## src/rtl/mvca_pkg.sv

```systemverilog
// Types and constants shared by the mesh volume and centroid accumulator.
package mvca_pkg;

  localparam int CW     = 12;  // coordinate field width
  localparam int DW     = 13;  // vertex minus reference
  localparam int SW     = 14;  // four-vertex sum
  localparam int PW     = 26;  // cross product term
  localparam int NW     = 27;  // cross product component
  localparam int QW     = 40;  // normal times edge term
  localparam int DTW    = 42;  // six-volume of one tetrahedron
  localparam int SPLIT  = 21;  // low part width of the moment multiply
  localparam int HPW    = SW + DTW - SPLIT;
  localparam int LPW    = SW + SPLIT + 1;
  localparam int MW     = 64;  // moment accumulator
  localparam int VW     = 48;  // volume accumulator
  localparam int IN_W   = 112;
  localparam int OUT_W  = 88;
  localparam int QDEPTH = 4;
  localparam int QPW    = $clog2(QDEPTH);

  localparam int REG_IDX_W = 2;
  localparam logic [REG_IDX_W-1:0] REG_REF_X = 2'd0;
  localparam logic [REG_IDX_W-1:0] REG_REF_Y = 2'd1;
  localparam logic [REG_IDX_W-1:0] REG_REF_Z = 2'd2;

  localparam logic STATUS_OK   = 1'b0;
  localparam logic STATUS_ZERO = 1'b1;

  typedef enum logic [1:0] {
    DIV_IDLE,
    DIV_LOAD,
    DIV_ITER,
    DIV_DONE
  } div_state_e;

  typedef struct packed {
    logic [DW-1:0] ux;
    logic [DW-1:0] uy;
    logic [DW-1:0] uz;
    logic [DW-1:0] vx;
    logic [DW-1:0] vy;
    logic [DW-1:0] vz;
    logic [DW-1:0] wx;
    logic [DW-1:0] wy;
    logic [DW-1:0] wz;
    logic [SW-1:0] sx;
    logic [SW-1:0] sy;
    logic [SW-1:0] sz;
    logic          last;
  } tri_item_t;

  typedef struct packed {
    logic                 start;
    logic [VW-1:0]        vol;
    logic [2:0][MW-1:0]   mom;
  } div_req_t;

  typedef struct packed {
    logic [VW-1:0]        six_volume;
    logic [2:0][CW-1:0]   cent;
    logic                 status;
  } div_res_t;

endpackage

```

## src/rtl/mvca_queue.sv

```systemverilog
// Small FIFO between the front end and the accumulate pipeline.
module mvca_queue import mvca_pkg::*; (
  input  logic      clk_i,
  input  logic      rst_ni,
  input  logic      valid_i,
  output logic      ready_o,
  input  tri_item_t data_i,
  output logic      valid_o,
  input  logic      ready_i,
  output tri_item_t data_o
);

  tri_item_t      mem_q [QDEPTH];
  logic [QPW-1:0] wr_q, rd_q;
  logic [QPW:0]   cnt_q;
  logic           push, pop;

  assign ready_o = cnt_q != (QPW+1)'(QDEPTH);
  assign valid_o = cnt_q != '0;
  assign push    = valid_i && ready_o;
  assign pop     = valid_o && ready_i;
  assign data_o  = mem_q[rd_q];

  always_ff @(posedge clk_i or negedge rst_ni) begin
    if (!rst_ni) begin
      wr_q  <= '0;
      rd_q  <= '0;
      cnt_q <= '0;
    end else begin
      if (push) wr_q <= wr_q + 1'b1;
      if (pop)  rd_q <= rd_q + 1'b1;
      if (push && !pop) begin
        cnt_q <= cnt_q + 1'b1;
      end else if (pop && !push) begin
        cnt_q <= cnt_q - 1'b1;
      end
    end
  end

  always_ff @(posedge clk_i) begin
    if (push) begin
      mem_q[wr_q] <= data_i;
    end
  end

endmodule

```

## config.mk

```make
export PLATFORM = sky130hd
export DESIGN_NAME = mvca_queue
export DESIGN_NICKNAME = d
export VERILOG_FILES = /design/src/rtl/mvca_pkg.sv /design/src/rtl/mvca_queue.sv
export SDC_FILE = /design/constraint.sdc
export NUM_CORES = 1
export LEC_CHECK = 0
export BUFFER_PORTS_ARGS = -buffer_cell sky130_fd_sc_hd__buf_2
export CORE_ASPECT_RATIO = 0.5
export CORE_MARGIN = 2
export CORE_UTILIZATION = 64
export CTS_BUF_LIST = sky130_fd_sc_hd__clkbuf_4
export CTS_CLUSTER_SIZE = 8
export DETAILED_ROUTE_END_ITERATION = 8
export GPL_ROUTABILITY_DRIVEN = 0
export MAX_ROUTING_LAYER = met4
export PLACE_DENSITY_LB_ADDON = 0.05
export SYNTH_ARGS = -nofsm -noshare
export SYNTH_HDL_FRONTEND = slang
export SYNTH_SLANG_ARGS = --single-unit
```

## constraint.sdc

```tcl
create_clock -name clk_i -period 10.8 [get_ports clk_i]
set_input_delay 1.08 -clock clk_i [delete_from_list [all_inputs] [get_ports clk_i]]
set_output_delay 1.08 -clock clk_i [all_outputs]
set_load 0.01 [all_outputs]
```

# After elaboration in Yosys (flattened, before gate mapping)
# Memories as Yosys holds them, arrays and structs flattened.
# Cells that the tools add are included.
# Widths: inputs -> output; s select.
[classes]
muxes = 4
eq_ne = 1
reduce_logical = 8
addsub = 4
[ops]
columns = ["operator", "count"]
rows = [
  ["$mux 3", 2],
  ["$add 2x1->2 const B", 2],
  ["$logic_and 1x1->1", 4],
  ["$add 3x1->3 const B", 1],
  ["$ne 3x3->1 const B", 1],
  ["$reduce_bool 3->1", 1],
  ["$sub 3x1->3 const B", 1],
  ["$logic_not 1->1", 2],
  ["$mux 1", 2],
  ["$reduce_bool 2->1", 1],
]
[totals]
mem_bits_rw = 640
regBits = 7
out_inout_bits = 162
inputBits = 164
wordCells = 21
mem_count = 1
[memory_table]
columns = ["name", "depth", "word_bits", "rd", "rd_ports_with_merged_regs", "wr", "line", "rtl"]
rows = [
  ["mem_q", 4, 160, 1, 0, 1, "mvca_queue.sv:13", "tri_item_t mem_q [QDEPTH];"],
]

# Depth between registers and ports, before layout
[logic_depth]
word_depth = 6
ltp_mapped = 8
mapped_depth_nobuf = 8

# Worst setup path after synthesis
# No wires, ideal clock.
[synth_timing]
path_kind = "input-to-reg"
startpoint = "input valid_i"
endpoint = "memory mem_q[0][0] (netlist bit) (enable)"
setup_slack_ps = 5216
path_stages = 2
path_buffers = 0
t_required_ps = 10261
setup_ps = 539
t_arrival_ps = 5045
cell_sequence = "a21boi_2 and2_1"
[synth_via]
elab_chain_cells = 3
[synth_lines]
columns = ["item", "line", "rtl"]
rows = [
  ["start: declaration", "mvca_queue.sv:5", "input logic valid_i,"],
  ["$logic_and 1x1->1", "mvca_queue.sv:20", "assign push = valid_i && ready_o;"],
  ["$mux 1", "mvca_queue.sv:41", "if (push) begin"],
  ["$mux 1 (not written as such)", "mvca_queue.sv:42", "mem_q[wr_q] <= data_i;"],
  ["end: declaration", "mvca_queue.sv:13", ""],
]
# No other way between the ends.

==> reports/results.ini <==
[run_status]
status = complete, no violations

[detailed_routing]
drt_iter0_drc = 888
vias_per_cell = 5.70
wl_mm = 45.0
drc_errors = 0
drtAntennaViolNets = 0
firstDrtPassIters = 5
vias = 10800
wire_per_inst_um = 23.7

[critical_path]
crit_slowest_cell = dfrtp_4
cp_cell_sequence = buf_4 > buf_4 > mux4_2 > buf_2
critical_path_arrival_ps = 4190
crit_top_cell = buf_4
critical-path-max-stage-delay_ps = 930
path_max_fanout = 50
path_class = flip-flop to output port
worst-endpoint-required_ps = 9720
worstSetupStartpointType = flip-flop
end_kind = output port

[floorplanning]
io_pins = 326
die_w_um = 275
dieHeight_um = 139
start_util = 0.652
core_area_mm2 = 0.0360
die_area_mm2 = 0.0383
rows = 49

[cts]
numCtsBuffers = 141
cts_tree = yes
cts_resized = 0
cts_hold_buf = 0
cts.clk_slew.worst_paths_ps = 70
cts_max_level = 4
post_cts_buffers = 0
cts.sinks = 647
clkLatencyLatePin_ps = 810
root_buffer = clkbuf_4
clockBufferDepth = 3

[timing]
maxSlewViolCount = 0
max_slew.worst_pin.slew_ps = 1070
finalHoldViolCount = 0
final.setup.tns_ps = 0
fmax_mhz = 190
fin_crit_ps = 5270
slew_headroom = 0.289
min_period_over_period = 0.488
rsz0062_at_grt = no
skew_ps = 24.3
setup_viol_count_final = 0

[synthesis]
synth_nets = 1041
yosysSeqAreaShare = 0.827
yosys_warnings = 0
synth_cell_types = 18
yosys-top-cells-count = edfxtp_1 (640), mux4_2 (160), buf_2 (19), buf_6 (10)
async_reset_ff_frac = 0.0108
synth-edff-count = 640
post-synth-top-count-cell = edfxtp_1
synth_seq_cells = 647
synth.avg_cell_area_um2 = 26.9
synth_area_mm2 = 0.0235
yosys.area.top_type = edfxtp_1
synthCells = 871
synth_area_leaders = edfxtp_1 (82%), mux4_2 (15%), dfrtp_1 (0.75%), buf_6 (0.48%), buf_2 (0.41%)
synthDominantCellAreaShare = 0.819
synthFlopType = edfxtp_1

[place]
io_buffers = 325
dp_hpwl_mm = 27.1

[global_route]
grt_pass1_wl_mm = 68.2
grt_overflow_total = 0
grtUsageMet2 = 0.398
grt_pass1_vias = 11600
grt_busiest_layer = met2
antenna_found_initial = 8
grtUsageMet1 = 0.322
grt_max_degree = 71
grt_usage = 0.252
grt_use_met3 = 0.0638

[layout]
drive_gt1_frac = 0.521
nNetsFinal = 1486
area_growth_pct = 16.7
fillers = 1983

[power_and_ir_drop]
power.leakage_nw = 9.51
finalPower_mw = 7.46
irDropWorstVdd_uv = 188
powerDensity_mw_per_mm2 = 273

[worst_hold_path]
hold_class = input port to async pin

[job]
drv_cap = 0

[cell type report]
type	count	area, um^2	area share
sequential	647	19400	0.709
multi-input combinational	185	3830	0.140
timing repair buffer	338	1720	0.0630
clock buffer	222	1670	0.0609
tap	484	606	0.0221
clock inverter	17	118	0.00430
antenna	8	20.0	0.000731
inverter	3	11.3	0.000411
[power breakdown]
part           internal [mW]  leakage (nW)  switching (mW)
Sequential              3.32          5.94           0.192
Clock                  0.974          1.09           0.873
Combinational          0.962          2.48            1.14
Total                   5.26          9.51            2.21
[worst max-delay path, delay by kind of cell, from the launching register on]
family,cells,cell delay (ps)
buf+inv,3,1760
mux,1,620
flops,1,930
[registers in the layout, summed over array words and instances (netlist names)]
signal	count
rd_q	2
wr_q	2
mem_q	640
cnt_q	3
[routing by layer]
layer | share of wire | up-vias
li1 | - | 4769
met3 | 0.066 | 61
met2 | 0.52 | 408
met5 | 0 | -
met1 | 0.39 | 5611
met4 | 0.025 | 0
[worst paths after layout]
kind,cells after the start,startpoint,slack (ps),end
worst max-delay path,4,rd_q[0],5530,data_o[85]
worst max register to register,5,cnt_q[0],7120,mem_q[1][30]
worst min-delay path,1,rst_ni,110,cnt_q[0]
max in group asynchronous,1,rst_ni,10500,rd_q[1]
worst min register to register,1,cnt_q[2],540,cnt_q[2]
min in group clk_i,1,data_i[131],480,mem_q[2][131]
[per-stage QoR]
step	util	cell area [um^2]	worst slack, ps	std cells	hold slack [ps]
3_5_place_dp	0.711	25600	6200	1657	528
4_1_cts	0.760	27400	5300	1896	34.2
6_report	0.761	27400	5530	1904	110
2_1_floorplan	-	23500	5220	871	493
5_1_grt	0.761	27400	5100	1904	43.1
3_3_place_gp	0.711	25600	6250	1657	522
[placed cells by master, fill, tap and decap left out, types with 2 or more instances in the layout]
cell | synthesis | final
ha_1 | 5 | 5
mux2_2 | 2 | 2
edfxtp_1 | 640 | 640
nand2_1 | 2 | 2
diode_2 | 0 | 8
clkinv_1 | 0 | 10
nor2_1 | 2 | 2
buf_2 | 19 | 325
inv_1 | 3 | 3
clkbuf_4 | 0 | 222
dfrtp_1 | 7 | 5
dfrtp_4 | 0 | 2
xnor2_1 | 4 | 4
buf_4 | 0 | 13
and2_4 | 0 | 4
bufinv_16 | 0 | 2
mux4_2 | 160 | 160
inv_2 | 0 | 4
xor2_1 | 2 | 2
[cells by family after synthesis]
kind of cell / synth area share
muxes: 0.155
AOI/OAI and AO/OA: 0.000480
buffers and inverters: 0.0105
DFF: 0.827
adders and majority gates: 0.00352
and+or+nand+nor: 0.00219
xor gates and xnor gates: 0.00224
Power figures use the tool's default switching activity.
