[config.mk]
export PLATFORM = sky130hd
export DESIGN_NAME = mvca_div
export DESIGN_NICKNAME = d
export VERILOG_FILES = /design/src/rtl/mvca_pkg.sv /design/src/rtl/mvca_div.sv
export SDC_FILE = /design/constraint.sdc
export NUM_CORES = 1
export LEC_CHECK = 0
export BUFFER_PORTS_ARGS = -buffer_cell sky130_fd_sc_hd__buf_4
export CAP_MARGIN = 20
export CORE_MARGIN = 1
export CORE_UTILIZATION = 26
export DETAILED_ROUTE_END_ITERATION = 10
export PLACE_DENSITY = 0.42
export SYNTH_ARGS = -nofsm -noshare
export SYNTH_HDL_FRONTEND = slang
export SYNTH_SLANG_ARGS = --single-unit
[constraint.sdc]
create_clock -name clk_i -period 10.9 [get_ports clk_i]
set_clock_uncertainty 0.2 [all_clocks]
set_input_delay 0.545 -clock clk_i [delete_from_list [all_inputs] [get_ports clk_i]]
set_output_delay 0.545 -clock clk_i [all_outputs]
set_load 0.01 [all_outputs]
[src/rtl/mvca_pkg.sv]
// Types and constants shared by the mesh volume and centroid accumulator.
package mvca_pkg;

  localparam int CW     = 12;  // coordinate field width
  localparam int DW     = 13;  // vertex minus reference
  localparam int SW     = 14;  // four-vertex sum
  localparam int PW     = 26;  // cross product term
  localparam int NW     = 27;  // cross product component
  localparam int QW     = 40;  // normal times edge term
  localparam int DTW    = 42;  // six-volume of one tetrahedron
  localparam int SPLIT  = 21;  // low part width of the moment multiply
  localparam int HPW    = SW + DTW - SPLIT;
  localparam int LPW    = SW + SPLIT + 1;
  localparam int MW     = 64;  // moment accumulator
  localparam int VW     = 48;  // volume accumulator
  localparam int IN_W   = 112;
  localparam int OUT_W  = 88;
  localparam int QDEPTH = 4;
  localparam int QPW    = $clog2(QDEPTH);

  localparam int REG_IDX_W = 2;
  localparam logic [REG_IDX_W-1:0] REG_REF_X = 2'd0;
  localparam logic [REG_IDX_W-1:0] REG_REF_Y = 2'd1;
  localparam logic [REG_IDX_W-1:0] REG_REF_Z = 2'd2;

  localparam logic STATUS_OK   = 1'b0;
  localparam logic STATUS_ZERO = 1'b1;

  typedef enum logic [1:0] {
    DIV_IDLE,
    DIV_LOAD,
    DIV_ITER,
    DIV_DONE
  } div_state_e;

  typedef struct packed {
    logic [DW-1:0] ux;
    logic [DW-1:0] uy;
    logic [DW-1:0] uz;
    logic [DW-1:0] vx;
    logic [DW-1:0] vy;
    logic [DW-1:0] vz;
    logic [DW-1:0] wx;
    logic [DW-1:0] wy;
    logic [DW-1:0] wz;
    logic [SW-1:0] sx;
    logic [SW-1:0] sy;
    logic [SW-1:0] sz;
    logic          last;
  } tri_item_t;

  typedef struct packed {
    logic                 start;
    logic [VW-1:0]        vol;
    logic [2:0][MW-1:0]   mom;
  } div_req_t;

  typedef struct packed {
    logic [VW-1:0]        six_volume;
    logic [2:0][CW-1:0]   cent;
    logic                 status;
  } div_res_t;

endpackage

[src/rtl/mvca_div.sv]
// Centroid divider: restoring division of each moment by four times the volume, one bit a cycle.
module mvca_div import mvca_pkg::*; #(
  parameter int COORD_BITS = 12
) (
  input  logic     clk_i,
  input  logic     rst_ni,
  input  div_req_t req_i,
  output logic     idle_o,
  output logic     res_valid_o,
  input  logic     res_ready_i,
  output div_res_t res_o
);

  localparam int CNTW = $clog2(COORD_BITS + 1);
  localparam int QBW  = COORD_BITS + 1;
  localparam logic [QBW-1:0] HALF = QBW'(1) << (COORD_BITS - 1);
  localparam logic [COORD_BITS-1:0] SAT_HI = {1'b0, {(COORD_BITS-1){1'b1}}};
  localparam logic [COORD_BITS-1:0] SAT_LO = {1'b1, {(COORD_BITS-1){1'b0}}};

  div_state_e         state_q, state_d;
  logic [1:0]         axis_q, axis_d;
  logic [CNTW-1:0]    cnt_q, cnt_d;
  logic [MW-1:0]      rem_q, rem_d;
  logic [MW-1:0]      dsh_q, dsh_d;
  logic [MW-1:0]      dabs_q, dabs_d;
  logic [QBW-1:0]     quo_q, quo_d;
  logic               neg_q, neg_d;
  logic               vsign_q, vsign_d;
  logic [VW-1:0]      six_q, six_d;
  logic [2:0][MW-1:0] mom_q, mom_d;
  logic [2:0][CW-1:0] cent_q, cent_d;
  logic               status_q, status_d;

  logic [VW-1:0]         vol_abs;
  logic [MW-1:0]         num;
  logic                  ge;
  logic [QBW-1:0]        quo_nx;
  logic [COORD_BITS-1:0] qres;

  assign vol_abs = req_i.vol[VW-1] ? (~req_i.vol + 1'b1) : req_i.vol;
  assign num     = mom_q[axis_q];
  assign ge      = rem_q >= dsh_q;
  assign quo_nx  = {quo_q[QBW-2:0], ge};

  always_comb begin
    if (neg_q) begin
      qres = (quo_nx > HALF) ? SAT_LO : (~quo_nx[COORD_BITS-1:0] + 1'b1);
    end else begin
      qres = (quo_nx >= HALF) ? SAT_HI : quo_nx[COORD_BITS-1:0];
    end
  end

  always_comb begin
    state_d  = state_q;
    axis_d   = axis_q;
    cnt_d    = cnt_q;
    rem_d    = rem_q;
    dsh_d    = dsh_q;
    dabs_d   = dabs_q;
    quo_d    = quo_q;
    neg_d    = neg_q;
    vsign_d  = vsign_q;
    six_d    = six_q;
    mom_d    = mom_q;
    cent_d   = cent_q;
    status_d = status_q;
    unique case (state_q)
      DIV_IDLE: begin
        if (req_i.start) begin
          mom_d   = req_i.mom;
          six_d   = req_i.vol;
          vsign_d = req_i.vol[VW-1];
          dabs_d  = MW'(vol_abs) << 2;
          axis_d  = '0;
          if (req_i.vol == '0) begin
            cent_d   = '0;
            status_d = STATUS_ZERO;
            state_d  = DIV_DONE;
          end else begin
            status_d = STATUS_OK;
            state_d  = DIV_LOAD;
          end
        end
      end
      DIV_LOAD: begin
        rem_d   = num[MW-1] ? (~num + 1'b1) : num;
        neg_d   = num[MW-1] ^ vsign_q;
        dsh_d   = dabs_q << COORD_BITS;
        cnt_d   = CNTW'(COORD_BITS);
        quo_d   = '0;
        state_d = DIV_ITER;
      end
      DIV_ITER: begin
        quo_d = quo_nx;
        rem_d = ge ? (rem_q - dsh_q) : rem_q;
        dsh_d = dsh_q >> 1;
        if (cnt_q == '0) begin
          cent_d[axis_q] = CW'($signed(qres));
          if (axis_q == 2'd2) begin
            state_d = DIV_DONE;
          end else begin
            axis_d  = axis_q + 1'b1;
            state_d = DIV_LOAD;
          end
        end else begin
          cnt_d = cnt_q - 1'b1;
        end
      end
      DIV_DONE: begin
        if (res_ready_i) state_d = DIV_IDLE;
      end
      default: state_d = DIV_IDLE;
    endcase
  end

  always_ff @(posedge clk_i or negedge rst_ni) begin
    if (!rst_ni) begin
      state_q <= DIV_IDLE;
    end else begin
      state_q <= state_d;
    end
  end

  always_ff @(posedge clk_i) begin
    axis_q   <= axis_d;
    cnt_q    <= cnt_d;
    rem_q    <= rem_d;
    dsh_q    <= dsh_d;
    dabs_q   <= dabs_d;
    quo_q    <= quo_d;
    neg_q    <= neg_d;
    vsign_q  <= vsign_d;
    six_q    <= six_d;
    mom_q    <= mom_d;
    cent_q   <= cent_d;
    status_q <= status_d;
  end

  assign idle_o           = state_q == DIV_IDLE;
  assign res_valid_o      = state_q == DIV_DONE;
  assign res_o.six_volume = six_q;
  assign res_o.cent       = cent_q;
  assign res_o.status     = status_q;

endmodule

# [Word level (Yosys, flattened, before mapping)]
# Index checks and enable logic that the tools add are counted.
[op_classes] addsub=6 n_lt_le_gt_ge=5 n_eq_ne=11 mux=31 bitwise=4 reduce_logical=12
[op_table] operator="64-bit case mux with 2 select lines" n=2
[op_table] operator="64-bit 2-to-1 mux" n=3
[op_table] operator="64-bit binary-select mux with 2-bit select" n=1
[op_table] operator="36-bit 2-to-1 mux" n=3
[op_table] operator="36-bit case mux with 2 select lines" n=1
[op_table] operator="64-bit by 1-bit adder with 64-bit output, second input constant" n=1
[op_table] operator="64-bit >= comparator" n=1
[op_table] operator="64-bit NOT" n=1
[op_table] operator="64-bit subtractor" n=1
[op_table] operator="48-bit by 1-bit adder with 48-bit output, second input constant" n=1
[op_table] operator="48-bit logical NOT" n=1
[op_table] operator="12-bit 2-to-1 mux" n=4
[op_table] operator="48-bit NOT" n=1
[op_table] operator="47-bit 2-to-1 mux" n=1
[op_table] operator="36-bit bitwise mux" n=1
[op_table] operator="12-bit demux with 2-bit select" n=1
[op_table] operator="12-bit case mux with 2 select lines" n=1
[op_table] operator="2-bit 2-to-1 mux" n=8
[op_table] operator="13-bit by 12-bit >= comparator with 1-bit output, second input constant" n=1
[op_table] operator="13-bit by 12-bit > comparator with 1-bit output, second input constant" n=1
[op_table] operator="12-bit by 1-bit adder with 12-bit output, second input constant" n=1
[op_table] operator="12-bit NOT" n=1
[op_table] operator="2-bit inequality test, second input constant" n=5
[op_table] operator="2-bit case mux with 4 select lines" n=1
[op_table] operator="19 further kinds" n=26
[totals] regBits=475 input_bits=244 output_inout_bits=87 word_cells=87

# [Depth between registers and ports, before layout]
[logic_depth] word_depth=8 depth_mapped=20 depth_no_buf=20

# [Worst setup path after synthesis]
# OpenSTA, ideal clock, no wires.
[synth_path] path_type="register to register" startpoint="register state_q[0]" endpoint="register dabs_q[10] (enable)" t_arrival_ns=7.299 required_ns=10.015 setup_slack_ns=2.716 path_stages_with_launch=4 path_buffers=0 path_cell_list="dfrtp_1 -> inv_1 -> ha_1 -> and2_1"
[synth_via] elab_chain_cells=2
[synth_rtl] element="start, declared" line="mvca_div.sv:20" source="div_state_e state_q, state_d;"
[synth_rtl] element="start signal, assigned" line="mvca_div.sv:120" source="state_q <= state_d;"
[synth_rtl] element="2-bit logical NOT"
[synth_rtl] element="named net idle_o" line="mvca_div.sv:8" source="output logic idle_o,"
[synth_rtl] element="2-bit AND reduction (no source line)"
[synth_rtl] element="end signal, assigned" line="mvca_div.sv:129" source="dabs_q <= dabs_d;"
[synth_rtl] element="end, declared" line="mvca_div.sv:25" source="logic [MW-1:0] dabs_q, dabs_d;"
# The timed path passes the listed nets, and every way through them passes these cells.
# A chain may end at the register's enable or synchronous reset.

# [Final worst setup path]
[layout_path] startpoint="register dsh_q[41]" endpoint="register cent_q (netlist bit res_o[8]), data pin"
[layout_via] elab_chain_cells=8
[layout_rtl] element="start, declared" line="mvca_div.sv:24" source="logic [MW-1:0] dsh_q, dsh_d;"
[layout_rtl] element="start signal, assigned" line="mvca_div.sv:128" source="dsh_q <= dsh_d;"
[layout_rtl] element="64-bit >= comparator (*)" line="mvca_div.sv:42" source="assign ge = rem_q >= dsh_q;"
[layout_rtl] element="12-bit NOT" line="mvca_div.sv:47" source="qres = (quo_nx > HALF) ? SAT_LO : (~quo_nx[COORD_BITS-1:0] + 1'b1);"
[layout_rtl] element="12-bit by 1-bit adder with 12-bit output" line="mvca_div.sv:47"
[layout_rtl] element="12-bit 2-to-1 mux" line="mvca_div.sv:47"
[layout_rtl] element="12-bit 2-to-1 mux (*)" line="mvca_div.sv:46" source="if (neg_q) begin"
[layout_rtl] element="36-bit bitwise mux (*)" line="mvca_div.sv:98" source="cent_d[axis_q] = CW'($signed(qres));"
[layout_rtl] element="36-bit 2-to-1 mux (*)" line="mvca_div.sv:97" source="if (cnt_q == '0) begin"
[layout_rtl] element="36-bit case mux with 2 select lines (*)" line="mvca_div.sv:67" source="unique case (state_q)"
[layout_rtl] element="end signal, assigned" line="mvca_div.sv:135" source="cent_q <= cent_d;"
[layout_rtl] element="end, declared" line="mvca_div.sv:31" source="logic [2:0][CW-1:0] cent_q, cent_d;"
# Every way passes the cells marked *; elsewhere a longest branch is shown, timed or not. The select of a mux whose other input is x is not followed.

==> impl_metrics.csv <==
group,metric,value,unit
outcome,outcome,"finished, final reports clean",
power_and_ir_drop,p_switching,4.524,mW
grt,antenna_found_initial,1,
placement,place_congestion,0.8473,
drt,firstDrtPassIters,7,
synth,yosysTopAreaCell,"edfxtp_1",
run,drv_cap,0,
synth,synth_area,0.02447,mm^2
synth,synth_edf_count,469,
setup_path,cp_data_arrival_time,6650,ps
drt,ant_nets,0,
floorplan,start_util,26.22,%
synth,ys_seq_area_share,57.76,%
clock_network,insertion_delay,650,ps
drt,wl_met1,30780,um
power_and_ir_drop,max-vdd-ir-drop,171.5,uV
drt,maxUsedRoutingLayer,"met4",
clock_network,htree_levels,2,
finish,drive_above_1_share,19.95,%
drt,routed-wl-met3,2741,um
timing,fin_crit,6388,ps
clock_network,cts-root-buf,"clkbuf_16",
timing,final.setup.tns,0,ps
drt,num_vias,18030,
timing,setup_violations,0,
power_and_ir_drop,p_int,6.034,mW
timing,slew_violations,0,
power_and_ir_drop,leakagePower,12.05,nW
grt,globalRouteTotalUtil,15.12,%
synth,ys_seq_elements,471,
clock_network,cts_hold_buf,240,
floorplan,coreArea,0.09333,mm^2
synth,avgSynthCellArea,12.08,um^2
drt,dr_wl_met2,38130,um
clock_network,cts_tree,"built",
grt,grt_pass1_vias,18580,
synth,synth_top_cell_area_share,57.55,%
clock_network,clk_path_buf_depth,3,
clock_network,cts_num_sinks,471,
floorplan,rows,112,
clock_network,path_clk_slew,60,ps
power_and_ir_drop,pwr-share-clk,17.8,%
grt,grt-ovfl-total,0,
power_and_ir_drop,switching_share,42.85,%
floorplan,die_h,308.8,um
floorplan,die-area,0.09535,mm^2
setup_path,path_class,"flip-flop to flip-flop",
synth,synth_cell_types,77,
timing,hold_viol_final,0,
finish,nets,2884,
clock_network,ctsResizeCount,0,
clock_network,cts_setup_buffers,0,
timing,rsz0062_at_grt,"false",
drt,routed_via_density,4.662,
timing,holdWs,74.72,ps
power_and_ir_drop,power_frac_seq,30.4,%
worst_hold_path,hp-class,"input port to async pin",
power_and_ir_drop,p_per_area,325.3,mW/mm^2
synth,synth_area_leaders,"edfxtp_1 58%, xnor2_1 4.1%, ha_1 3.7%, mux2i_1 3.5%, a21oi_1 2.7%",
floorplan,die_x,308.8,um
synth,syn_inst,2026,
drt,wl,73310,um
clock_network,cts_buffers,59,
grt,grt_max_degree,156,
setup_path,reg2reg_depth,18,
setup_path,endpoint_kind,"flip-flop",
timing,worst_pin_slew,1295,ps
power_and_ir_drop,power.share.combinational,51.8,%
drt,wl_per_cell,18.95,um
drt,dr.first_iter.drc_count,1141,
drt,drc,0,
synth,synth_flop_cell,"edfxtp_1",
timing,fmax,0.1565,GHz
grt,grt_pass1_wl,110100,um
synth,synth-async-reset-ratio,0.4246,%
floorplan,ioPinCount,331,
placement,dpl.hpwl,53070,um
timing,slew_headroom,13.67,%
timing,finalCritPeriodShare,58.61,%
setup_path,critical_path.max_fanout,10,
placement,numPortBuffers,330,
finish,area_growth,32.64,%
synth,synth_nets,2344,
setup_path,required,11160,ps
synth,yosysWarnings,0,
setup_path,start_kind,"flip-flop",
-- cell families (layout without fill, tap and decap cells) --
group | Yosys count | after routing | synth area share, %
AO/OA/AOI/OAI | 520 | 520 | 13.92
adder cells (fa/ha/maj) | 74 | 74 | 3.815
buffers and inverters | 211 | 796 | 3.661
flip-flops | 471 | 471 | 57.76
multiplexers | 136 | 136 | 5.819
other | 0 | 3 | 0
XOR/XNOR | 163 | 163 | 5.834
AND/OR/NAND/NOR | 451 | 451 | 9.194
-- power by group through the flow --
stage	Sequential, mW	Clock (mW)	Combinational, mW
6_report	3.21	1.88	5.47
5_1_grt	3.28	2.02	6.05
4_1_cts	3.22	1.95	5.54
3_5_place_dp	3.25	0	5.43
3_3_place_gp	3.24	0	5.41
2_1_floorplan	3.29	0	3.73
-- Yosys cell counts (16+ instances only) --
master and instances:
edfxtp_1 469, a21oi_1 134, nor2_1 130, nand2_1 124, o21ai_0 124, xnor2_1 114
inv_1 103, mux2i_1 86, clkbuf_1 78, ha_1 73, mux2_2 50, xor2_1 49
o2bb2ai_1 46, a21o_1 33, a211oi_1 29, nor3_1 28, nand4_1 26, o31ai_1 25
nand3_1 23, a31oi_1 22, and2_1 19, o21bai_1 17, nor4_1 16
-- sequential cells by signal, summed over array words and instances, names as in the netlist, 4 cells and up --
register	cells
mom_q	192
rem_q	64
dsh_q	62
dabs_q	47
six_q	47
res_o	36
quo_q	12
cnt_q	4
-- layout by cell type, fill, tap and decap left out, drive strengths merged, types with 23 or more instances in the layout --
cell type      n
a211oi        29
a21o          33
a21oi        134
buf          346
clkbuf        72
clkinv        25
dlygate4sd3  240
edfxtp       469
ha            73
inv          104
mux2          50
mux2i         86
nand2        125
nand3         23
nand4         27
nor2         131
nor3          28
o21ai        125
o2bb2ai       46
o31ai         26
xnor2        114
xor2          49
-- area by class of cell --
| class | count | area, um^2 |
|---|---|---|
| timing repair buffer | 586 | 5025 |
| inverter | 104 | 390.4 |
| tap | 1254 | 1569 |
| clock inverter | 34 | 304.0 |
| clock buffer | 72 | 1525 |
| antenna | 3 | 7.507 |
| fill | 9405 | 60870 |
| sequential | 471 | 14130 |
| multi-input combinational | 1344 | 9502 |
-- metrics by stage --
step	instances	instance area, um^2	power (mW)	utilization, %	setup WS, ps
floorplan	2026	24470	7.023	-	2716
global placement	3518	28200	8.642	30.21	4821
detailed placement	3518	28200	8.685	30.21	4635
CTS	3864	32430	10.71	34.75	4575
global route	3866	32450	11.34	34.77	4181
finish	3868	32460	10.56	34.78	4512
-- path summary, 6_finish.rpt --
path / from / endpoint / slack (ps)
setup / recovery: dsh_q[41] / res_o[8] / 4510
hold / removal: rst_ni / state_q[1] / 70
setup reg to reg: dsh_q[41] / res_o[8] / 4510
hold reg to reg: dsh_q[6] / dsh_q[5] / 320
max in group asynchronous: rst_ni / state_q[0] / 10340
min in group clk_i: req_i[239] / vsign_q / 220
-- per-layer routing --
layer / vias up / track usage (%)
li1: 8736 / -
met1: 8808 / 18.30
met2: 396 / 27.69
met3: 92 / 2.240
met4: 0 / 4.038
met5: - / 0
-- worst max-delay path: stages, from the launching register on --
cell	delay, ps
edfxtp_1	370
inv_1	60
ha_1	410
a21o_1	240
a21o_1	190
a221o_1	330
a211o_1	290
a221oi_1	520
o211ai_1	400
clkinv_1	310
ha_1	230
or3b_2	490
or4_1	530
o21ai_0	250
nor2b_1	430
nand2_1	270
a311o_1	390
o221a_2	150
a21oi_1	150
No activity file was read; power rests on OpenSTA's default activity.
