## src/rtl/mvca_pkg.sv

```systemverilog
// Types and constants shared by the mesh volume and centroid accumulator.
package mvca_pkg;

  localparam int CW     = 12;  // coordinate field width
  localparam int DW     = 13;  // vertex minus reference
  localparam int SW     = 14;  // four-vertex sum
  localparam int PW     = 26;  // cross product term
  localparam int NW     = 27;  // cross product component
  localparam int QW     = 40;  // normal times edge term
  localparam int DTW    = 42;  // six-volume of one tetrahedron
  localparam int SPLIT  = 21;  // low part width of the moment multiply
  localparam int HPW    = SW + DTW - SPLIT;
  localparam int LPW    = SW + SPLIT + 1;
  localparam int MW     = 64;  // moment accumulator
  localparam int VW     = 48;  // volume accumulator
  localparam int IN_W   = 112;
  localparam int OUT_W  = 88;
  localparam int QDEPTH = 4;
  localparam int QPW    = $clog2(QDEPTH);

  localparam int REG_IDX_W = 2;
  localparam logic [REG_IDX_W-1:0] REG_REF_X = 2'd0;
  localparam logic [REG_IDX_W-1:0] REG_REF_Y = 2'd1;
  localparam logic [REG_IDX_W-1:0] REG_REF_Z = 2'd2;

  localparam logic STATUS_OK   = 1'b0;
  localparam logic STATUS_ZERO = 1'b1;

  typedef enum logic [1:0] {
    DIV_IDLE,
    DIV_LOAD,
    DIV_ITER,
    DIV_DONE
  } div_state_e;

  typedef struct packed {
    logic [DW-1:0] ux;
    logic [DW-1:0] uy;
    logic [DW-1:0] uz;
    logic [DW-1:0] vx;
    logic [DW-1:0] vy;
    logic [DW-1:0] vz;
    logic [DW-1:0] wx;
    logic [DW-1:0] wy;
    logic [DW-1:0] wz;
    logic [SW-1:0] sx;
    logic [SW-1:0] sy;
    logic [SW-1:0] sz;
    logic          last;
  } tri_item_t;

  typedef struct packed {
    logic                 start;
    logic [VW-1:0]        vol;
    logic [2:0][MW-1:0]   mom;
  } div_req_t;

  typedef struct packed {
    logic [VW-1:0]        six_volume;
    logic [2:0][CW-1:0]   cent;
    logic                 status;
  } div_res_t;

endpackage

```

## src/rtl/mvca_front.sv

```systemverilog
// Front end: takes triangle beats, holds the reference point, forms edge vectors and sums.
module mvca_front import mvca_pkg::*; #(
  parameter int COORD_BITS = 12
) (
  input  logic                 clk_i,
  input  logic                 rst_ni,
  input  logic                 cfg_we_i,
  input  logic [REG_IDX_W-1:0] cfg_idx_i,
  input  logic [CW-1:0]        cfg_data_i,
  input  logic                 in_valid_i,
  output logic                 in_ready_o,
  input  logic [IN_W-1:0]      in_data_i,
  input  logic                 in_last_i,
  output logic                 item_valid_o,
  input  logic                 item_ready_i,
  output tri_item_t            item_o
);

  function automatic logic [CW-1:0] sx(input logic [CW-1:0] v);
    sx = CW'($signed(v[COORD_BITS-1:0]));
  endfunction

  logic [CW-1:0] ref_q [3];
  logic [CW-1:0] crd [9];
  logic          vld_q;
  tri_item_t     item_q, item_d;
  logic          acc;

  for (genvar g = 0; g < 9; g++) begin : g_crd
    assign crd[g] = sx(in_data_i[g*CW +: CW]);
  end

  always_ff @(posedge clk_i or negedge rst_ni) begin
    if (!rst_ni) begin
      ref_q[0] <= '0;
      ref_q[1] <= '0;
      ref_q[2] <= '0;
    end else if (cfg_we_i) begin
      unique case (cfg_idx_i)
        REG_REF_X: ref_q[0] <= sx(cfg_data_i);
        REG_REF_Y: ref_q[1] <= sx(cfg_data_i);
        REG_REF_Z: ref_q[2] <= sx(cfg_data_i);
        default: ;
      endcase
    end
  end

  always_comb begin
    item_d.ux = DW'($signed(crd[0])) - DW'($signed(ref_q[0]));
    item_d.uy = DW'($signed(crd[1])) - DW'($signed(ref_q[1]));
    item_d.uz = DW'($signed(crd[2])) - DW'($signed(ref_q[2]));
    item_d.vx = DW'($signed(crd[3])) - DW'($signed(ref_q[0]));
    item_d.vy = DW'($signed(crd[4])) - DW'($signed(ref_q[1]));
    item_d.vz = DW'($signed(crd[5])) - DW'($signed(ref_q[2]));
    item_d.wx = DW'($signed(crd[6])) - DW'($signed(ref_q[0]));
    item_d.wy = DW'($signed(crd[7])) - DW'($signed(ref_q[1]));
    item_d.wz = DW'($signed(crd[8])) - DW'($signed(ref_q[2]));
    item_d.sx = SW'($signed(crd[0])) + SW'($signed(crd[3])) + SW'($signed(crd[6]))
              + SW'($signed(ref_q[0]));
    item_d.sy = SW'($signed(crd[1])) + SW'($signed(crd[4])) + SW'($signed(crd[7]))
              + SW'($signed(ref_q[1]));
    item_d.sz = SW'($signed(crd[2])) + SW'($signed(crd[5])) + SW'($signed(crd[8]))
              + SW'($signed(ref_q[2]));
    item_d.last = in_last_i;
  end

  assign in_ready_o   = !vld_q || item_ready_i;
  assign acc          = in_valid_i && in_ready_o;
  assign item_valid_o = vld_q;
  assign item_o       = item_q;

  always_ff @(posedge clk_i or negedge rst_ni) begin
    if (!rst_ni) begin
      vld_q <= 1'b0;
    end else if (in_ready_o) begin
      vld_q <= in_valid_i;
    end
  end

  always_ff @(posedge clk_i) begin
    if (acc) begin
      item_q <= item_d;
    end
  end

endmodule

```

## config.mk

```make
export PLATFORM = sky130hd
export DESIGN_NAME = mvca_front
export DESIGN_NICKNAME = d
export VERILOG_FILES = /design/src/rtl/mvca_pkg.sv /design/src/rtl/mvca_front.sv
export SDC_FILE = /design/constraint.sdc
export NUM_CORES = 1
export LEC_CHECK = 0
export ABC_CLOCK_PERIOD_IN_PS = 12400
export BUFFER_PORTS_ARGS = -buffer_cell sky130_fd_sc_hd__buf_2
export CAP_MARGIN = 30
export CORE_MARGIN = 2
export CORE_UTILIZATION = 35
export CTS_CLUSTER_SIZE = 16
export DETAILED_ROUTE_END_ITERATION = 16
export PLACE_DENSITY = 0.52
export SYNTH_ARGS = -nofsm -noshare
export SYNTH_HDL_FRONTEND = slang
export SYNTH_SLANG_ARGS = --single-unit
```

## constraint.sdc

```tcl
create_clock -name clk_i -period 12.4 [get_ports clk_i]
set_clock_uncertainty 0.05 [all_clocks]
set_input_delay 1.86 -clock clk_i [delete_from_list [all_inputs] [get_ports clk_i]]
set_output_delay 1.86 -clock clk_i [all_outputs]
set_load 0.01 [all_outputs]
```

# --- Word level (Yosys, flattened, before mapping) ---
# Cells that the tools add are included.
word_totals:
  regBits: 197
  latchBits: 0
  mem_bits_rw: 0
  mem_bits_ro: 0
  input_bits: 132
  out_inout_bits: 162
  elab_cells: 44
  n_memories: 0
op_classes:
  add_sub_neg: 18
  n_mul: 0
  div: 0
  order_cmp: 0
  n_eq_ne: 2
  shifts: 0
  muxes: 0
  n_bitwise: 0
  n_reduce_logical: 7
ops:
  columns: ["op", "n"]
  rows:
  - ["$sub 12x12->13", 9]
  - ["$add 13x12->14", 3]
  - ["$add 14x12->14", 3]
  - ["$add 12x12->13", 3]
  - ["$reduce_and 2->1", 3]
  - ["$eq 2x1->1 const B", 1]
  - ["$eq 2x2->1 const B", 1]
  - ["$logic_not 2->1", 1]
  - ["$logic_and 1x1->1", 1]
  - ["$logic_not 1->1", 1]
  - ["$logic_or 1x1->1", 1]

# --- Longest topological paths before layout ---
# Gate-level depths: netlist of the first run.
depth:
  depth_word: 3
  mapped_depth: 11
  depth_no_buf: 11

# --- Least setup slack after synthesis of the first run ---
# Ideal clock, no wire load.
synth_path:
  path_type: "in2reg"
  from: "in item_ready_i"
  to: "reg item_q, in the netlist item_o[0], enable pin"
  setup_ps: 540
  arrival_ps: 5740
  required_ps: 11810
  slack_ps: 6071
  cell_stages: 2
  n_path_buf: 0
  path_cell_list: "nand2b_1 -> and2_1"
synth_via:
  elab_chain_cells: 2
synth_rtl:
  columns: ["item", "line_no", "text"]
  rows:
  - ["start: declaration", "mvca_front.sv:15", "input logic item_ready_i,"]
  - ["$logic_or 1x1->1", "mvca_front.sv:67", "assign in_ready_o = !vld_q || item_ready_i;"]
  - ["$logic_and 1x1->1", "mvca_front.sv:68", "assign acc = in_valid_i && in_ready_o;"]
  - ["named net acc", "mvca_front.sv:27", "logic acc;"]
  - ["end signal: assignment", "mvca_front.sv:82", "item_q <= item_d;"]
  - ["end: declaration", "mvca_front.sv:26", "tri_item_t item_q, item_d;"]
# The timed path passes the listed nets, and every way through them passes these cells.
# A chain may end at the register's enable or synchronous reset.

==> results of run 1 <==
[cells by family (layout without fill, tap and decap cells)]
| kind of cell | after synthesis | in the layout |
|---|---|---|
| adder cells (fa/ha/maj) | 231 | 231 |
| flip-flops | 197 | 197 |
| XOR/XNOR | 95 | 95 |
| AO/OA/AOI/OAI | 336 | 336 |
| buffers and inverters | 231 | 547 |
| AND/OR/NAND/NOR | 249 | 249 |
| multiplexers | 28 | 28 |
[power by group]
group / internal, mW / leakage (nW) / switching [mW]
clock: 0.272 / 0.286 / 0.295
combinational: 0.650 / 5.74 / 0.918
sequential: 0.960 / 1.96 / 0.0582
total: 1.88 / 7.99 / 1.27
[Yosys cell counts (all sizes together) (8+ instances only)]
library cell  instances  area (um^2)
clkbuf                9         33.8
o21bai               15          113
dfrtp                37          926
fa                   84         1680
a21o                 31          233
xor2                 39          342
nor3                 26          130
inv                 220          826
a211oi               21          173
ha                  147         1840
and3                 10         62.6
or3                  18          153
o31a                 17          149
o21ai                80          400
nor2b                24          150
nor2                 92          345
nand2b               17          106
a21oi                60          300
a41oi                 8          130
o211ai               14          105
o21a                 39          293
a31oi                11         68.8
mux2                 25          282
xnor2                56          490
o31ai                22          165
edfxtp              160         4800
nand2                41          154
[metrics by stage]
step / instances / hold slack [ns]
final: 2222 / 0.462
after global routing: 2222 / 0.471
after CTS: 2220 / 0.462
after detailed placement: 2188 / 0.445
after global placement: 2187 / 0.439
after floorplan: 1367 / 0.429
[state kept, by name, summed over array words and instances, names as in the netlist]
register / count
item_o: 160
ref_q: 36
item_valid_o: 1
[final timing paths]
| kind | from | endpoint | slack (ns) | cells past startpoint |
|---|---|---|---|---|
| min in group asynchronous | rst_ni | ref_q[27]$_DFFE_PN0P_ | 1.19 | 1 |
| worst max-delay path | in_data_i[25] | item_o[14]$_DFFE_PP_ | 7.70 | 12 |
| worst min register to register | ref_q[10]$_DFFE_PN0P_ | ref_q[10]$_DFFE_PN0P_ | 0.46 | 1 |
| worst min-delay path | ref_q[10]$_DFFE_PN0P_ | ref_q[10]$_DFFE_PN0P_ | 0.46 | 1 |
| worst max register to register | ref_q[25]$_DFFE_PN0P_ | item_o[40]$_DFFE_PP_ | 9.22 | 8 |
| max in group asynchronous | rst_ni | item_valid_o$_DFFE_PN0N_ | 10.62 | 2 |
[final cells by class]
type	count	area [um^2]	share of cell area [%]
tap	539	674	3.84
multi-input combinational	939	8190	46.7
timing repair buffer	295	1540	8.80
clock buffer	18	439	2.50
clock inverter	14	136	0.777
inverter	220	826	4.71
sequential	197	5730	32.7
[routing by layer]
| metal | global-route usage, % | vias to the layer above | part of all wire, % |
|---|---|---|---|
| li1 | - | 5443 | - |
| met1 | 24.4 | 5280 | 46 |
| met3 | 4.73 | 45 | 4.8 |
| met4 | 7.26 | 2 | 2.7 |
| met2 | 30.4 | 265 | 46 |
| met5 | 0 | - | 0.032 |
==> run_summary.xml, run 1 <==
<?xml version="1.0" encoding="UTF-8"?>
<metrics>
  <group name="worst_setup_path">
    <metric name="critical_path_cell_by_cell" unit="">buf_2 -&gt; inv_1 -&gt; fa_1 -&gt; inv_1 -&gt; fa_1 -&gt; ha_1 -&gt; fa_1 -&gt; a211oi_1 -&gt; o21bai_1 -&gt; a21oi_1 -&gt; mux2i_1 -&gt; nor3_1</metric>
    <metric name="timing.critical_path.fanout_max" unit="">4</metric>
    <metric name="critical_path_required" unit="ns">12.59</metric>
    <metric name="timing.critical_path.to_type" unit="">flip-flop</metric>
    <metric name="critical-path-top-delay-family" unit="">adder cells</metric>
    <metric name="timing.critical_path.slowest_stage_cell" unit="">fa_1</metric>
    <metric name="sum_of_buffers_and_inverters_on_the_critical_path" unit="">3</metric>
    <metric name="critical-path-top-cell-by-count" unit="">fa_1</metric>
    <metric name="cp_data_arrival_time" unit="ns">4.89</metric>
    <metric name="crit_path_max_incr_delay" unit="ns">0.54</metric>
    <metric name="criticalPathCategory" unit="">primary input to flip-flop</metric>
    <metric name="start_kind" unit="">primary input</metric>
  </group>
  <group name="logic_synthesis">
    <metric name="synthesis.area" unit="mm^2">0.0148</metric>
    <metric name="synthXorXnorAreaFrac" unit="%">5.63</metric>
    <metric name="netlist_instances" unit="">1367</metric>
    <metric name="synthesized_area_divided_by_synthesized_cell_count" unit="um^2">10.8</metric>
    <metric name="yosys_warnings" unit="">0</metric>
    <metric name="synth-async-reset-ratio" unit="%">18.8</metric>
    <metric name="area_share_of_fa_ha_maj_cells_after_synthesis" unit="%">23.8</metric>
    <metric name="ys_types" unit="">50</metric>
    <metric name="share_of_synthesized_cell_area_in_and_or_nand_and_nor_gates" unit="%">8.39</metric>
    <metric name="synth-edff-count" unit="">160</metric>
    <metric name="synth.mux.area_fraction" unit="%">2.11</metric>
    <metric name="synth_top_family_by_area" unit="">adder cells</metric>
    <metric name="synth-compound-area-share" unit="%">15.4</metric>
    <metric name="ys_dominant_reg_cell" unit="">edfxtp_1</metric>
    <metric name="syn-num-nets" unit="">1730</metric>
    <metric name="postSynthRegisterBits" unit="">197</metric>
    <metric name="synth_sequential_area_ratio" unit="%">38.8</metric>
  </group>
  <group name="job">
    <metric name="max_cap_violations" unit="">0</metric>
  </group>
  <group name="pwr">
    <metric name="total_leakage_power" unit="nW">7.99</metric>
    <metric name="power.density_cell_area" unit="mW/mm^2">180</metric>
    <metric name="vdd_drop_max" unit="mV">0.0930</metric>
    <metric name="report.power.total" unit="mW">3.15</metric>
  </group>
  <group name="cts">
    <metric name="ctsHoldBuffers" unit="">0</metric>
    <metric name="tritoncts_num_sinks" unit="">197</metric>
    <metric name="clk_pin_slew_worst_paths" unit="ns">0.09</metric>
    <metric name="worstSkewPairLatency" unit="ns">0.50</metric>
    <metric name="cts.path.max_buffers" unit="">2</metric>
    <metric name="tritoncts" unit="">yes</metric>
    <metric name="cts_inserted_buffers" unit="">17</metric>
    <metric name="cts.repair_timing.setup_buffer_count" unit="">0</metric>
    <metric name="htree_num_levels" unit="">4</metric>
    <metric name="clockRootBuffer" unit="">clkbuf_16</metric>
    <metric name="cts_repair_resize_count" unit="">0</metric>
  </group>
  <group name="final_layout">
    <metric name="most-common-layout-cells" unit="">buf_2 (289), inv_1 (220), edfxtp_1 (160), ha_1 (147), nor2_1 (92)</metric>
    <metric name="final_cell_area" unit="mm^2">0.0175</metric>
    <metric name="final.fill_count" unit="">4124</metric>
    <metric name="most_common_cell_after_layout_fill_and_taps_aside" unit="">buf_2</metric>
    <metric name="layout-area-overhead-vs-synth" unit="%">18.7</metric>
    <metric name="num_antenna_cells" unit="">0</metric>
    <metric name="share_of_final_layout_standard_cells_stronger_than_drive_strength_1" unit="%">22.2</metric>
    <metric name="finish.utilization" unit="%">41.9</metric>
    <metric name="final_net_count" unit="">2033</metric>
  </group>
  <group name="status">
    <metric name="run_status" unit="">completed</metric>
  </group>
  <group name="global_route">
    <metric name="grt_antenna_before_repair" unit="">2</metric>
    <metric name="grt_pass1_vias" unit="">11100</metric>
    <metric name="global_route.usage.total" unit="%">18.8</metric>
    <metric name="grt_first_pass_wirelength" unit="mm">61.9</metric>
    <metric name="grt_overflow" unit="">0</metric>
    <metric name="grt_start_max_net_pins" unit="">73</metric>
  </group>
  <group name="placed_design">
    <metric name="port_buffers" unit="">289</metric>
    <metric name="postPlaceCellArea" unit="mm^2">0.0169</metric>
    <metric name="post-place-ws" unit="ns">7.25</metric>
    <metric name="gp_routability_congestion" unit="">0.880</metric>
    <metric name="dpl_hpwl" unit="mm">33.0</metric>
  </group>
  <group name="timing">
    <metric name="slew_viol_final" unit="">0</metric>
    <metric name="min_period_over_period" unit="%">37.9</metric>
    <metric name="max-slew-margin-rel" unit="%">52.4</metric>
    <metric name="hold_viol" unit="">0</metric>
    <metric name="max_slew.worst_pin.slew" unit="ns">0.711</metric>
    <metric name="grt_setup_unrepaired" unit="">no</metric>
    <metric name="max_freq" unit="MHz">213</metric>
    <metric name="accumulated_negative_setup_slack" unit="ns">0</metric>
    <metric name="final_critical_path_setup_slack" unit="ns">7.70</metric>
    <metric name="period_needed" unit="ns">4.70</metric>
    <metric name="final-setup-viol-count" unit="">0</metric>
  </group>
  <group name="die">
    <metric name="coreArea" unit="mm^2">0.0419</metric>
    <metric name="floorplan.rows" unit="">75</metric>
    <metric name="floorplan.die_area" unit="mm^2">0.0439</metric>
    <metric name="initial_core_util" unit="%">35.3</metric>
    <metric name="boundaryPins" unit="">294</metric>
    <metric name="x_dimension_of_the_die" unit="um">210</metric>
    <metric name="floorplan.die.height" unit="um">210</metric>
  </group>
  <group name="worst_hold_path">
    <metric name="tightest_hold_check_type" unit="">flip-flop to flip-flop</metric>
  </group>
  <group name="route">
    <metric name="drt_first_pass_iters" unit="">5</metric>
    <metric name="detail_route.wirelength" unit="mm">40.4</metric>
    <metric name="drt.antenna.violating_nets" unit="">0</metric>
    <metric name="post_drt_wl_per_cell" unit="um">18.2</metric>
    <metric name="via_count" unit="">11000</metric>
    <metric name="detail_route.vias_per_cell" unit="">4.97</metric>
    <metric name="drt_drc_violations_left" unit="">0</metric>
    <metric name="detailedRoute.firstIterationViolations" unit="">690</metric>
  </group>
</metrics>
(Power assumes the default switching activity.)
==> inputs of run 2 (changes only) <==
--- a/config.mk
+++ b/config.mk
@@ -5,7 +5,7 @@
 export SDC_FILE = /design/constraint.sdc
 export NUM_CORES = 1
 export LEC_CHECK = 0
-export ABC_CLOCK_PERIOD_IN_PS = 12400
+export ABC_CLOCK_PERIOD_IN_PS = 4900
 export BUFFER_PORTS_ARGS = -buffer_cell sky130_fd_sc_hd__buf_2
 export CAP_MARGIN = 30
 export CORE_MARGIN = 2
==> constraint.sdc (replaced) <==
create_clock -name clk_i -period 4.9 [get_ports clk_i]
set_clock_uncertainty 0.05 [all_clocks]
set_input_delay 0.735 -clock clk_i [delete_from_list [all_inputs] [get_ports clk_i]]
set_output_delay 0.735 -clock clk_i [all_outputs]
set_load 0.01 [all_outputs]
==> run_summary.xml, run 2 (same netlist as run 1, synthesis figures left out) <==
<?xml version="1.0" encoding="UTF-8"?>
<metrics>
  <group name="route">
    <metric name="detail_route.wirelength" unit="mm">40.5</metric>
    <metric name="post_drt_wl_per_cell" unit="um">18.2</metric>
    <metric name="detail_route.vias_per_cell" unit="">5.00</metric>
    <metric name="via_count" unit="">11100</metric>
    <metric name="drt_first_pass_iters" unit="">5</metric>
    <metric name="drt.antenna.violating_nets" unit="">0</metric>
    <metric name="drt_drc_violations_left" unit="">0</metric>
    <metric name="detailedRoute.firstIterationViolations" unit="">610</metric>
  </group>
  <group name="cts">
    <metric name="tritoncts" unit="">yes</metric>
    <metric name="cts_inserted_buffers" unit="">17</metric>
    <metric name="clockRootBuffer" unit="">clkbuf_16</metric>
    <metric name="htree_num_levels" unit="">4</metric>
    <metric name="worstSkewPairLatency" unit="ns">0.50</metric>
    <metric name="clk_pin_slew_worst_paths" unit="ns">0.07</metric>
    <metric name="cts_repair_resize_count" unit="">0</metric>
    <metric name="cts.path.max_buffers" unit="">2</metric>
    <metric name="tritoncts_num_sinks" unit="">197</metric>
    <metric name="ctsHoldBuffers" unit="">0</metric>
    <metric name="cts.repair_timing.setup_buffer_count" unit="">0</metric>
  </group>
  <group name="global_route">
    <metric name="grt_start_max_net_pins" unit="">78</metric>
    <metric name="grt_first_pass_wirelength" unit="mm">62.3</metric>
    <metric name="global_route.usage.total" unit="%">19.0</metric>
    <metric name="grt_pass1_vias" unit="">11200</metric>
    <metric name="grt_antenna_before_repair" unit="">2</metric>
    <metric name="grt_overflow" unit="">0</metric>
  </group>
  <group name="timing">
    <metric name="period_needed" unit="ns">3.54</metric>
    <metric name="max_freq" unit="MHz">282</metric>
    <metric name="accumulated_negative_setup_slack" unit="ns">0</metric>
    <metric name="max_slew.worst_pin.slew" unit="ns">0.894</metric>
    <metric name="grt_setup_unrepaired" unit="">no</metric>
    <metric name="hold_ws" unit="ns">0.168</metric>
    <metric name="min_period_over_period" unit="%">72.3</metric>
    <metric name="final-setup-viol-count" unit="">0</metric>
    <metric name="slew_viol_final" unit="">0</metric>
    <metric name="max-slew-margin-rel" unit="%">39.9</metric>
    <metric name="hold_viol" unit="">0</metric>
  </group>
  <group name="final_layout">
    <metric name="layout-area-overhead-vs-synth" unit="%">18.4</metric>
    <metric name="final_cell_area" unit="mm^2">0.0175</metric>
    <metric name="most-common-layout-cells" unit="">buf_2 (289), inv_1 (220), edfxtp_1 (160), ha_1 (147), nor2_1 (92)</metric>
    <metric name="sequential_cell_area" unit="mm^2">0.00573</metric>
    <metric name="most_common_cell_after_layout_fill_and_taps_aside" unit="">buf_2</metric>
    <metric name="share_of_final_layout_standard_cells_stronger_than_drive_strength_1" unit="%">22.1</metric>
    <metric name="num_antenna_cells" unit="">0</metric>
    <metric name="final.fill_count" unit="">4107</metric>
    <metric name="multi_input_comb_area" unit="mm^2">0.00819</metric>
    <metric name="largest_register_ff_count" unit="">160</metric>
    <metric name="final_net_count" unit="">2031</metric>
    <metric name="finish.utilization" unit="%">41.8</metric>
  </group>
  <group name="placed_design">
    <metric name="port_buffers" unit="">289</metric>
    <metric name="gp_routability_congestion" unit="">0.910</metric>
    <metric name="dpl_hpwl" unit="mm">33.2</metric>
    <metric name="postPlaceCellArea" unit="mm^2">0.0169</metric>
  </group>
  <group name="worst_setup_path">
    <metric name="start_kind" unit="">primary input</metric>
    <metric name="worst_reg_to_reg_cells" unit="">8</metric>
    <metric name="timing.critical_path.fanout_max" unit="">4</metric>
    <metric name="cp_data_arrival_time" unit="ns">3.74</metric>
    <metric name="timing.critical_path.to_type" unit="">flip-flop</metric>
    <metric name="criticalPathCategory" unit="">primary input to flip-flop</metric>
    <metric name="critical_path_required" unit="ns">5.10</metric>
  </group>
  <group name="pwr">
    <metric name="total_leakage_power" unit="nW">7.96</metric>
    <metric name="vdd_drop_max" unit="mV">0.271</metric>
    <metric name="power.density_cell_area" unit="mW/mm^2">454</metric>
    <metric name="report.power.total" unit="mW">7.94</metric>
  </group>
  <group name="worst_hold_path">
    <metric name="tightest_hold_check_type" unit="">primary input to asynchronous set/reset pin</metric>
  </group>
  <group name="die">
    <metric name="floorplan.die_area" unit="mm^2">0.0439</metric>
    <metric name="floorplan.die.height" unit="um">210</metric>
    <metric name="x_dimension_of_the_die" unit="um">210</metric>
    <metric name="floorplan.rows" unit="">75</metric>
    <metric name="initial_core_util" unit="%">35.3</metric>
    <metric name="boundaryPins" unit="">294</metric>
    <metric name="coreArea" unit="mm^2">0.0419</metric>
  </group>
  <group name="job">
    <metric name="max_cap_violations" unit="">0</metric>
  </group>
  <group name="status">
    <metric name="run_status" unit="">completed</metric>
  </group>
</metrics>
## run 2: cell types whose count changed in the layout (fill, tap and decap cells not counted), moves of 2 or more
cell	previous run	this run
clkinv_4	5	3
inv_8	4	0
inv_6	3	8
clkinvlp_4	0	2
## run 2: worst paths after layout
| path | to | slack (ns) | from |
|---|---|---|---|
| worst max-delay path | item_o[14]$_DFFE_PP_ | 1.36 | in_data_i[25] |
| worst max register to register | item_o[14]$_DFFE_PP_ | 1.76 | ref_q[1]$_DFFE_PN0P_ |
| min in group clk_i | item_o[0]$_DFFE_PP_ | 0.35 | in_last_i |
| max in group asynchronous | ref_q[10]$_DFFE_PN0P_ | 4.13 | rst_ni |
| worst min-delay path | ref_q[16]$_DFFE_PN0P_ | 0.17 | rst_ni |
| worst min register to register | ref_q[22]$_DFFE_PN0P_ | 0.46 | ref_q[22]$_DFFE_PN0P_ |
## run 2: worst max-delay path, stage by stage
cell and delay [ns]:
buf_2 0.09, inv_1 0.09, fa_1 0.54, inv_1 0.05, fa_1 0.44, ha_1 0.26, fa_1 0.49, a211oi_1 0.24
o21bai_1 0.21, a21oi_1 0.30, mux2i_1 0.22, nor3_1 0.07
## run 2: area by class of cell
cell class / count / area share, %
multi-input cells: 939 / 46.8
inverters: 220 / 4.72
repair buffers: 293 / 8.62
clock inverters: 13 / 0.636
flip-flops and latches: 197 / 32.7
well taps: 539 / 3.85
clock buffers: 19 / 2.60
## run 2: where the power goes
part | internal (mW) | switching, mW | leakage (nW) | total [mW]
clock network | 0.693 | 0.725 | 0.272 | 1.42
registers | 2.43 | 0.147 | 1.96 | 2.58
logic | 1.64 | 2.30 | 5.72 | 3.95
## run 2: metal layers
layer  share of wire (%)  vias up  GRT usage, %  routed length, um
met3                 6.0       40          5.28               2420
met1                  45     5356          24.5              18100
met4                 2.1        0          6.14                866
met5                   0        -             0                  0
met2                  47      274          31.0              19000
li1                    -     5421             -                  -
## run 2: through the flow
step | std cells | worst slack [ns]
floorplan | 1367 | 1.28
global placement | 2187 | 0.858
detailed placement | 2188 | 0.876
CTS | 2220 | 1.43
global route | 2220 | 1.14
finish | 2220 | 1.36
==> inputs of run 3 (changes only) <==
--- a/config.mk
+++ b/config.mk
@@ -5,7 +5,7 @@
 export SDC_FILE = /design/constraint.sdc
 export NUM_CORES = 1
 export LEC_CHECK = 0
-export ABC_CLOCK_PERIOD_IN_PS = 4900
+export ABC_CLOCK_PERIOD_IN_PS = 3700
 export BUFFER_PORTS_ARGS = -buffer_cell sky130_fd_sc_hd__buf_2
 export CAP_MARGIN = 30
 export CORE_MARGIN = 2
==> constraint.sdc (replaced) <==
create_clock -name clk_i -period 3.7 [get_ports clk_i]
set_clock_uncertainty 0.05 [all_clocks]
set_input_delay 0.555 -clock clk_i [delete_from_list [all_inputs] [get_ports clk_i]]
set_output_delay 0.555 -clock clk_i [all_outputs]
set_load 0.01 [all_outputs]
==> run_summary.xml, run 3 (same netlist as run 1, synthesis figures left out) <==
<?xml version="1.0" encoding="UTF-8"?>
<metrics>
  <group name="status">
    <metric name="run_status" unit="">completed</metric>
  </group>
  <group name="cts">
    <metric name="cts.path.max_buffers" unit="">2</metric>
    <metric name="tritoncts" unit="">yes</metric>
    <metric name="clockRootBuffer" unit="">clkbuf_16</metric>
    <metric name="cts.repair_timing.setup_buffer_count" unit="">0</metric>
    <metric name="ctsHoldBuffers" unit="">1</metric>
    <metric name="cts_inserted_buffers" unit="">17</metric>
    <metric name="cts_repair_resize_count" unit="">0</metric>
    <metric name="worstSkewPairLatency" unit="ns">0.49</metric>
    <metric name="clk_pin_slew_worst_paths" unit="ns">0.08</metric>
    <metric name="htree_num_levels" unit="">4</metric>
    <metric name="tritoncts_num_sinks" unit="">197</metric>
  </group>
  <group name="die">
    <metric name="initial_core_util" unit="%">35.3</metric>
    <metric name="floorplan.die.height" unit="um">210</metric>
    <metric name="coreArea" unit="mm^2">0.0419</metric>
    <metric name="boundaryPins" unit="">294</metric>
    <metric name="floorplan.rows" unit="">75</metric>
    <metric name="floorplan.die_area" unit="mm^2">0.0439</metric>
    <metric name="x_dimension_of_the_die" unit="um">210</metric>
  </group>
  <group name="worst_setup_path">
    <metric name="crit_path_max_incr_delay" unit="ns">0.54</metric>
    <metric name="critical-path-top-cell-by-count" unit="">fa_1</metric>
    <metric name="critical_path_cell_by_cell" unit="">buf_2 -&gt; inv_1 -&gt; fa_1 -&gt; inv_1 -&gt; fa_1 -&gt; ha_1 -&gt; fa_1 -&gt; a211oi_1 -&gt; o21bai_1 -&gt; a211oi_1 -&gt; o21bai_1 -&gt; xor2_1</metric>
    <metric name="start_kind" unit="">primary input</metric>
    <metric name="timing.critical_path.fanout_max" unit="">4</metric>
    <metric name="timing.critical_path.to_type" unit="">flip-flop</metric>
    <metric name="criticalPathCategory" unit="">primary input to flip-flop</metric>
    <metric name="cp_data_arrival_time" unit="ns">3.48</metric>
    <metric name="critical_path_required" unit="ns">3.89</metric>
    <metric name="timing.critical_path.slowest_stage_cell" unit="">fa_1</metric>
  </group>
  <group name="final_layout">
    <metric name="final_net_count" unit="">2045</metric>
    <metric name="num_antenna_cells" unit="">0</metric>
    <metric name="finish.utilization" unit="%">42.1</metric>
    <metric name="layout-area-overhead-vs-synth" unit="%">19.2</metric>
    <metric name="final.fill_count" unit="">4082</metric>
    <metric name="largest_register_ff_count" unit="">160</metric>
    <metric name="share_of_final_layout_standard_cells_stronger_than_drive_strength_1" unit="%">22.7</metric>
    <metric name="most-common-layout-cells" unit="">buf_2 (289), inv_1 (220), edfxtp_1 (160), ha_1 (147), nor2_1 (92)</metric>
    <metric name="most_common_cell_after_layout_fill_and_taps_aside" unit="">buf_2</metric>
  </group>
  <group name="route">
    <metric name="detail_route.wirelength" unit="mm">40.7</metric>
    <metric name="drt_drc_violations_left" unit="">0</metric>
    <metric name="post_drt_wl_per_cell" unit="um">18.2</metric>
    <metric name="drt_first_pass_iters" unit="">5</metric>
    <metric name="via_count" unit="">11100</metric>
    <metric name="detailedRoute.firstIterationViolations" unit="">572</metric>
    <metric name="drt.antenna.violating_nets" unit="">0</metric>
    <metric name="detail_route.vias_per_cell" unit="">4.98</metric>
  </group>
  <group name="global_route">
    <metric name="grt_antenna_before_repair" unit="">3</metric>
    <metric name="global_route.usage.total" unit="%">19.4</metric>
    <metric name="grt_overflow" unit="">0</metric>
    <metric name="grt_pass1_vias" unit="">11400</metric>
    <metric name="grt_first_pass_wirelength" unit="mm">63.9</metric>
    <metric name="grt_start_max_net_pins" unit="">75</metric>
  </group>
  <group name="worst_hold_path">
    <metric name="tightest_hold_check_type" unit="">primary input to flip-flop</metric>
  </group>
  <group name="timing">
    <metric name="hold_ws" unit="ns">0.183</metric>
    <metric name="grt_setup_unrepaired" unit="">no</metric>
    <metric name="max_freq" unit="MHz">303</metric>
    <metric name="min_period_over_period" unit="%">89.1</metric>
    <metric name="period_needed" unit="ns">3.30</metric>
    <metric name="max_slew.worst_pin.slew" unit="ns">0.802</metric>
    <metric name="accumulated_negative_setup_slack" unit="ns">0</metric>
    <metric name="max-slew-margin-rel" unit="%">46.1</metric>
    <metric name="hold_viol" unit="">0</metric>
    <metric name="slew_viol_final" unit="">0</metric>
    <metric name="final-setup-viol-count" unit="">0</metric>
    <metric name="final_critical_path_setup_slack" unit="ns">0.402</metric>
  </group>
  <group name="pwr">
    <metric name="report.power.total" unit="mW">10.6</metric>
    <metric name="total_leakage_power" unit="nW">8.04</metric>
    <metric name="power.density_cell_area" unit="mW/mm^2">601</metric>
    <metric name="vdd_drop_max" unit="mV">0.356</metric>
  </group>
  <group name="placed_design">
    <metric name="post-place-ws" unit="ns">-0.0683</metric>
    <metric name="dpl_hpwl" unit="mm">33.7</metric>
    <metric name="port_buffers" unit="">289</metric>
    <metric name="gp_routability_congestion" unit="">0.905</metric>
  </group>
  <group name="job">
    <metric name="max_cap_violations" unit="">0</metric>
  </group>
</metrics>
==> run 3: report_power, final <==
group	switching (mW)	leakage, nW	internal [mW]
clock	0.928	0.285	0.975
sequential	0.192	1.96	3.22
combinational	3.05	5.79	2.23
==> run 3: worst paths after layout <==
check,startpoint,endpoint,slack [ns],cells past startpoint
max reg2reg,ref_q[13]$_DFFE_PN0P_,item_o[24]$_DFFE_PP_,0.64,8
min reg2reg,ref_q[21]$_DFFE_PN0P_,ref_q[21]$_DFFE_PN0P_,0.46,1
max in group asynchronous,rst_ni,ref_q[32]$_DFFE_PN0P_,2.54,3
min in group asynchronous,rst_ni,ref_q[23]$_DFFE_PN0P_,0.56,2
min,in_last_i,item_o[0]$_DFFE_PP_,0.18,1
max,in_data_i[25],item_o[10]$_DFFE_PP_,0.40,12
==> run 3: metrics by stage <==
stage / std cells / cell area, um^2
floorplan: 1367 / 14800
global placement: 2200 / 17000
detailed placement: 2201 / 17000
CTS: 2234 / 17600
global route: 2234 / 17600
finish: 2234 / 17600
==> run 3: layer usage <==
layer,GRT usage (%),vias up,wire [um]
met2,32.0,273,19300
li1,-,5464,-
met4,5.04,2,647
met3,5.78,36,2520
met5,0,-,13
met1,24.8,5347,18300
==> run 3: layout make-up <==
type,count,area (um^2),area share [%]
Clock inverter,13,118,0.667
Inverter,220,826,4.69
Sequential cell,197,5730,32.5
Timing Repair Buffer,307,1630,9.24
Clock buffer,19,454,2.58
Multi-Input combinational cell,939,8190,46.5
Tap cell,539,674,3.83
==> run 3: worst max-delay path, delay by kind of cell <==
kind            cells  cell delay [ns]
xor+xnor            1             0.14
compound gates      4             0.86
buf+inv             3             0.21
fa+ha+maj           4             1.70
